### src/hdl/ship_pkg.sv
// shared types and constants for the ship rrip replacement block
package ship_pkg;

    typedef logic [1:0] t_rrpv;
    typedef logic [1:0] t_ctr;

    localparam logic OP_VICTIM = 1'b0;
    localparam logic OP_UPDATE = 1'b1;

    localparam t_rrpv RRPV_ZERO = 2'd0;
    localparam t_rrpv RRPV_MID  = 2'd2;
    localparam t_rrpv RRPV_MAX  = 2'd3;

    localparam t_ctr CTR_ZERO  = 2'd0;
    localparam t_ctr CTR_ONE   = 2'd1;
    localparam t_ctr CTR_TWO   = 2'd2;
    localparam t_ctr CTR_MAX   = 2'd3;

    localparam int SIG_SRC_W = 6;

endpackage

### src/hdl/ship_victim_sel.sv
// ages one set row and picks the lowest way at the distant re-reference value
module ship_victim_sel #(
    parameter int NUM_WAYS = 16
) (
    input  ship_pkg::t_rrpv [NUM_WAYS-1:0] i_rrpv,
    output ship_pkg::t_rrpv [NUM_WAYS-1:0] o_aged,
    output logic [3:0]                     o_victim_way
);
    import ship_pkg::*;

    logic  any3;
    logic  any2;
    logic  any1;
    t_rrpv delta;

    // largest value in the row, taken from or-reductions of the compares
    always_comb begin
        any3 = 1'b0;
        any2 = 1'b0;
        any1 = 1'b0;
        for (int w = 0; w < NUM_WAYS; w++) begin
            any3 = any3 | (i_rrpv[w] == RRPV_MAX);
            any2 = any2 | i_rrpv[w][1];
            any1 = any1 | (i_rrpv[w] != RRPV_ZERO);
        end
        if (any3) begin
            delta = 2'd0;
        end else if (any2) begin
            delta = 2'd1;
        end else if (any1) begin
            delta = 2'd2;
        end else begin
            delta = 2'd3;
        end
    end

    // adding the distance to the top never overflows past the max
    always_comb begin
        for (int w = 0; w < NUM_WAYS; w++) begin
            o_aged[w] = i_rrpv[w] + delta;
        end
    end

    // priority encoder, lowest way wins
    always_comb begin
        o_victim_way = 4'd0;
        for (int w = NUM_WAYS - 1; w >= 0; w--) begin
            if (o_aged[w] == RRPV_MAX) begin
                o_victim_way = 4'(w);
            end
        end
    end

endmodule
### config.mk
export PLATFORM = sky130hd
export DESIGN_NAME = ship_victim_sel
export DESIGN_NICKNAME = d
export VERILOG_FILES = /design/src/hdl/ship_pkg.sv /design/src/hdl/ship_victim_sel.sv
export SDC_FILE = /design/constraint.sdc
export NUM_CORES = 1
export LEC_CHECK = 0
export BUFFER_PORTS_ARGS = -buffer_cell sky130_fd_sc_hd__buf_2
export CAP_MARGIN = 20
export CORE_UTILIZATION = 46
export DETAILED_ROUTE_END_ITERATION = 12
export PLACE_DENSITY = 0.85
export SETUP_SLACK_MARGIN = 0.5
export SLEW_MARGIN = 20
export SYNTH_ARGS = -nofsm -noshare
export SYNTH_HDL_FRONTEND = slang
export SYNTH_SLANG_ARGS = --single-unit
### constraint.sdc
create_clock -name vclk -period 3.4
set_input_delay 0 -clock vclk [all_inputs]
set_output_delay 0 -clock vclk [all_outputs]
set_load 0.05 [all_outputs]
==> impl_metrics.ini, run 1 <==
[outcome]
status = completed

[layout]
antenna_cells = 0
seq_cell_count = 0
ff_latch_area_um2 = 0
final_util_pct = 91.2
fin_area_um2 = 2020
nClkBuffers = 0
finalNetCount = 265
final_cells = 243
multi_input_area_um2 = 1480
nFillCells = 88
drive_gt1_share_pct = 60.5
area_growth_syn_to_layout_pct = 86.1

[critical_path]
cp_max_fo = 10
worstSetupPathType = in -> out
arrival_ns = 2.93
cp-end-kind = output port
cp.required_ns = 3.40
start_kind = primary input
critPathLaunch = i_rrpv[31]

[placed_design]
io_buffers = 68
dp.cells = 240
hpwl_um = 3430
gp_congestion = 1.01
placed_area_um2 = 1880
dp_slack_ns = 0.377

[synth]
ys_warn_count = 0
syn_area_um2 = 1080
syn_inst = 137
avgSynthCellArea_um2 = 7.91
ys_seq_area_share_pct = 0
ys_types = 36
syn_nets = 185

[global_routing]
grt.overflow.total = 0
grt_pass1_vias = 1330
antenna_found_initial = 0
grt_pass1_wl_um = 6370
grt_start_max_net_pins = 11
track_usage_pct = 32.6

[sta]
tightest_slew_ns = 0.682
period_share_pct = 86.1
fin_crit_ns = 2.93
slew_headroom_pct = 54.5
rsz0062_at_grt = yes
setup_viol = 0
tns_ns = 0
whs_ns = 0.534
slew_viol_final = 0
hold_violations = 0
fmax_mhz = 342
setup_slack_ns = 0.474

[worst_hold_path]
min_path_type = in -> out
min-delay-start = i_rrpv[20]
hold_path_depth = 3

[detailed_routing]
dr.max_layer_used = met4
drt_iter0_drc = 61
dr_wl_met2_um = 2610
met1_length_um = 1930
drt-vias-per-instance = 6.53
dr.pass1.iters = 4
drt_wl_total_um = 5360
dr_wl_met3_um = 467
wl_per_cell_um = 22.0
drc = 0
vias = 1587
antenna_left = 0

[pwr]
p_leak_nw = 0.891
power.density_nw_per_um2 = 176
finalPower_mw = 0.355
max-vdd-ir-drop_v = 0.000140

[floorplanning]
fp.dieW_um = 50.5
dieArea_um2 = 2550
initial_core_util_pct = 49.0
io_pins = 68
placement_rows = 17
core_area_um2 = 2210
dieHeight_um = 50.5

[flow_run]
cap_viol_max_count = 0
==> worst max-delay path, stage by stage <==
cell	delay (ns)
buf_2	0.13
nor4_4	0.35
nand4_1	0.18
a41oi_2	0.26
nor3_4	0.07
buf_4	0.20
ha_4	0.19
xor2_4	0.16
and2_1	0.17
mux2_4	0.30
a2111oi_2	0.37
a211oi_1	0.17
o21ai_2	0.13
clkbuf_4	0.24
==> logic make-up (layout without fill, tap and decap cells) <==
kind of cell    count (synthesis)  after routing  share of synthesized area [%]
xor+xnor                       30             30                           24.2
simple gates                   41             41                           23.2
compound gates                 32             32                           23.2
buf+inv                        12             90                           5.20
fa+ha+maj                      16             16                           18.5
mux                             6              6                           5.66
==> power breakdown <==
| part | switching (mW) | internal [mW] | total (mW) | leakage, nW |
|---|---|---|---|---|
| logic | 0.236 | 0.119 | 0.355 | 0.891 |
| clock network | 0 | 0 | 0 | 0 |
| registers | 0 | 0 | 0 | 0 |
| total | 0.236 | 0.119 | 0.355 | 0.891 |
==> synth_stat cells, drive strengths merged, types with 2 or more instances <==
cell type  instances  share of area, %
xnor2             22                18
ha                16                18
a22oi             11               7.6
inv               10               3.5
nand2              9               3.1
nor4               8               6.9
xor2               8               6.5
nor2               6               2.1
mux2i              5               4.6
a211oi             4               2.8
and2               4               2.3
a22o               3               2.4
a41oi              3               2.4
nand4              3               1.7
or2                3               1.7
a21oi              2              0.92
buf                2               1.7
nand2b             2               1.2
o211ai             2               1.8
==> timing repair <==
action	in CTS	in global routing
endpoints found under the hold margin	0	0
endpoints found under the setup margin	4	4
buffers inserted	0	3
gates resized for setup	2	22
hold buffers	0	0
pin swaps	0	5
==> worst paths after layout <==
kind | to
worst max-delay path | o_victim_way[1]
worst min-delay path | o_aged[20]
==> placed cells by master (no fill, tap or decap), types with 3 or more instances in the layout <==
master / n
inv_1: 9
nor4_1: 3
buf_4: 12
a22o_1: 3
xnor2_2: 8
xor2_1: 6
nand4_1: 3
ha_4: 6
xnor2_1: 8
nor2_1: 5
nand2_1: 9
or2_2: 3
xnor2_4: 6
a22oi_1: 10
mux2i_4: 3
a211oi_1: 3
ha_1: 9
buf_2: 64
and2_1: 4
nor4_4: 4
==> final cells by class <==
type	instances	share of cell area, %
inverters	10	1.86
multi-input cells	125	73.6
well taps	28	1.74
repair buffers	80	22.8
==> layer usage <==
| layer | global-route usage, % | up-vias |
|---|---|---|
| met3 | 2.12 | 47 |
| met4 | 7.87 | 0 |
| met5 | 0 | - |
| li1 | - | 679 |
| met1 | 41.9 | 728 |
| met2 | 58.7 | 133 |
(Power assumes the default switching activity.)
==> run 2, diff against run 1 <==
==> constraint.sdc (replaced) <==
create_clock -name vclk -period 3.4
set_input_delay 1.02 -clock vclk [all_inputs]
set_output_delay 1.02 -clock vclk [all_outputs]
set_load 0.05 [all_outputs]
==> impl_metrics.ini, run 2 <==
[floorplanning]
placement_rows = 17
fp.dieW_um = 50.5
dieHeight_um = 50.5
io_pins = 68
initial_core_util_pct = 49.0

[synth]
syn_inst = 137
netlist.area_leader.share_pct = 18.5
ys_warn_count = 0
synth_compound_area_share_pct = 23.2
yosys-top-cells-count = 22 x xnor2_1, 16 x ha_1, 11 x a22oi_1, 10 x inv_1, 9 x nand2_1
ys_types = 36
synth-xor-area-share_pct = 24.2
synth_top_cells_by_area = ha_1 18%, xnor2_1 18%, a22oi_1 7.6%, xor2_1 6.5%, mux2i_1 4.6%
yosys.area_share.adder_pct = 18.5
synth-simple-area-share_pct = 23.2
synth_top_area_cell = ha_1
syn_nets = 185
ys_seq_area_share_pct = 0
synth.area.mux_share_pct = 5.66
syn_area_um2 = 1080
yosysMostFrequentCell = xnor2_1
avgSynthCellArea_um2 = 7.91
synth_top_family_by_area = XOR/XNOR gates

[placed_design]
io_buffers = 68
gp_congestion = 1.01

[outcome]
status = aborted with a tool error
haltStage = detailed placement (3_5_place_dp)
firstError = [ERROR DPL-0038] Utilization greater than 100%, impossible to legalize
==> run 2: cell counts after synthesis <==
No cell type changed its count.
==> run 2: cell families after synthesis <==
family	after synthesis
and+or+nand+nor	41
xor gates and xnor gates	30
adders and majority gates	16
muxes	6
AOI/OAI and AO/OA	32
buffers and inverters	12
==> run 2: metrics by stage <==
stage	TNS (ns)	worst slack (ns)	std cells	hold WS (ns)	cell area, um2
2_1_floorplan	-24.65	-1.62	137	2.24	1510
3_3_place_gp	-21.81	-1.45	305	2.57	2430
==> run 3, diff against run 2 <==
CORE_AREA = 2 2 63 65   (was unset)
CORE_UTILIZATION = unset   (was 46)
DIE_AREA = 0 0 65 67   (was unset)
PLACE_DENSITY = unset   (was 0.85)
PLACE_DENSITY_LB_ADDON = 0.15   (was unset)
SETUP_SLACK_MARGIN = unset   (was 0.5)
==> impl_metrics.ini, run 3 <==
[outcome]
status = aborted with a tool error
haltStage = global routing (5_1_grt)
firstError = [ERROR DPL-0038] Utilization greater than 100%, impossible to legalize

[sta]
worstEndpointType = primary output
postGrtWorstEndpoint = o_victim_way[0]

[synth]
syn_nets = 185
yosys.area_share.adder_pct = 18.5
synth_top_area_cell = ha_1
syn_area_um2 = 1080
ys_types = 36
yosysMostFrequentCell = xnor2_1
netlist.area_leader.share_pct = 18.5
synth_top_cells_by_area = ha_1 18%, xnor2_1 18%, a22oi_1 7.6%, xor2_1 6.5%, mux2i_1 4.6%
synth_top_family_by_area = XOR/XNOR gates
ys_seq_area_share_pct = 0
synth_compound_area_share_pct = 23.2
synth-xor-area-share_pct = 24.2
synth.area.mux_share_pct = 5.66
ys_warn_count = 0
synth-simple-area-share_pct = 23.2
syn_inst = 137
avgSynthCellArea_um2 = 7.91
yosys-top-cells-count = 22 x xnor2_1, 16 x ha_1, 11 x a22oi_1, 10 x inv_1, 9 x nand2_1

[placed_design]
hpwl_um = 4570
gp_congestion = 0.873
dp_slack_ns = -1.77
io_buffers = 68

[global_routing]
grt_start_max_net_pins = 7

[floorplanning]
dieHeight_um = 67
initial_core_util_pct = 30.0
io_pins = 68
fp.dieW_um = 65
placement_rows = 22
[run 3: what timing repair did]
action | in CTS
hold buffers | 0
gates resized for setup | 189
endpoints found under the hold margin | 0
pin swaps | 42
buffers inserted | 17
setup endpoints to repair | 36
[run 3: cell families after synthesis]
logic type,count (synthesis)
adder cells (fa/ha/maj),16
AND/OR/NAND/NOR,41
XOR/XNOR,30
buffers and inverters,12
AO/OA/AOI/OAI,32
multiplexers,6
[run 3: stage by stage]
stage | hold WS (ns) | cell area, um2 | instances | TNS [ns]
4_1_cts | 2.49 | 3470 | 344 | -18.09
3_5_place_dp | 2.61 | 2500 | 329 | -29.66
3_3_place_gp | 2.57 | 2500 | 329 | -25.50
2_1_floorplan | 2.24 | 1510 | 137 | -24.65
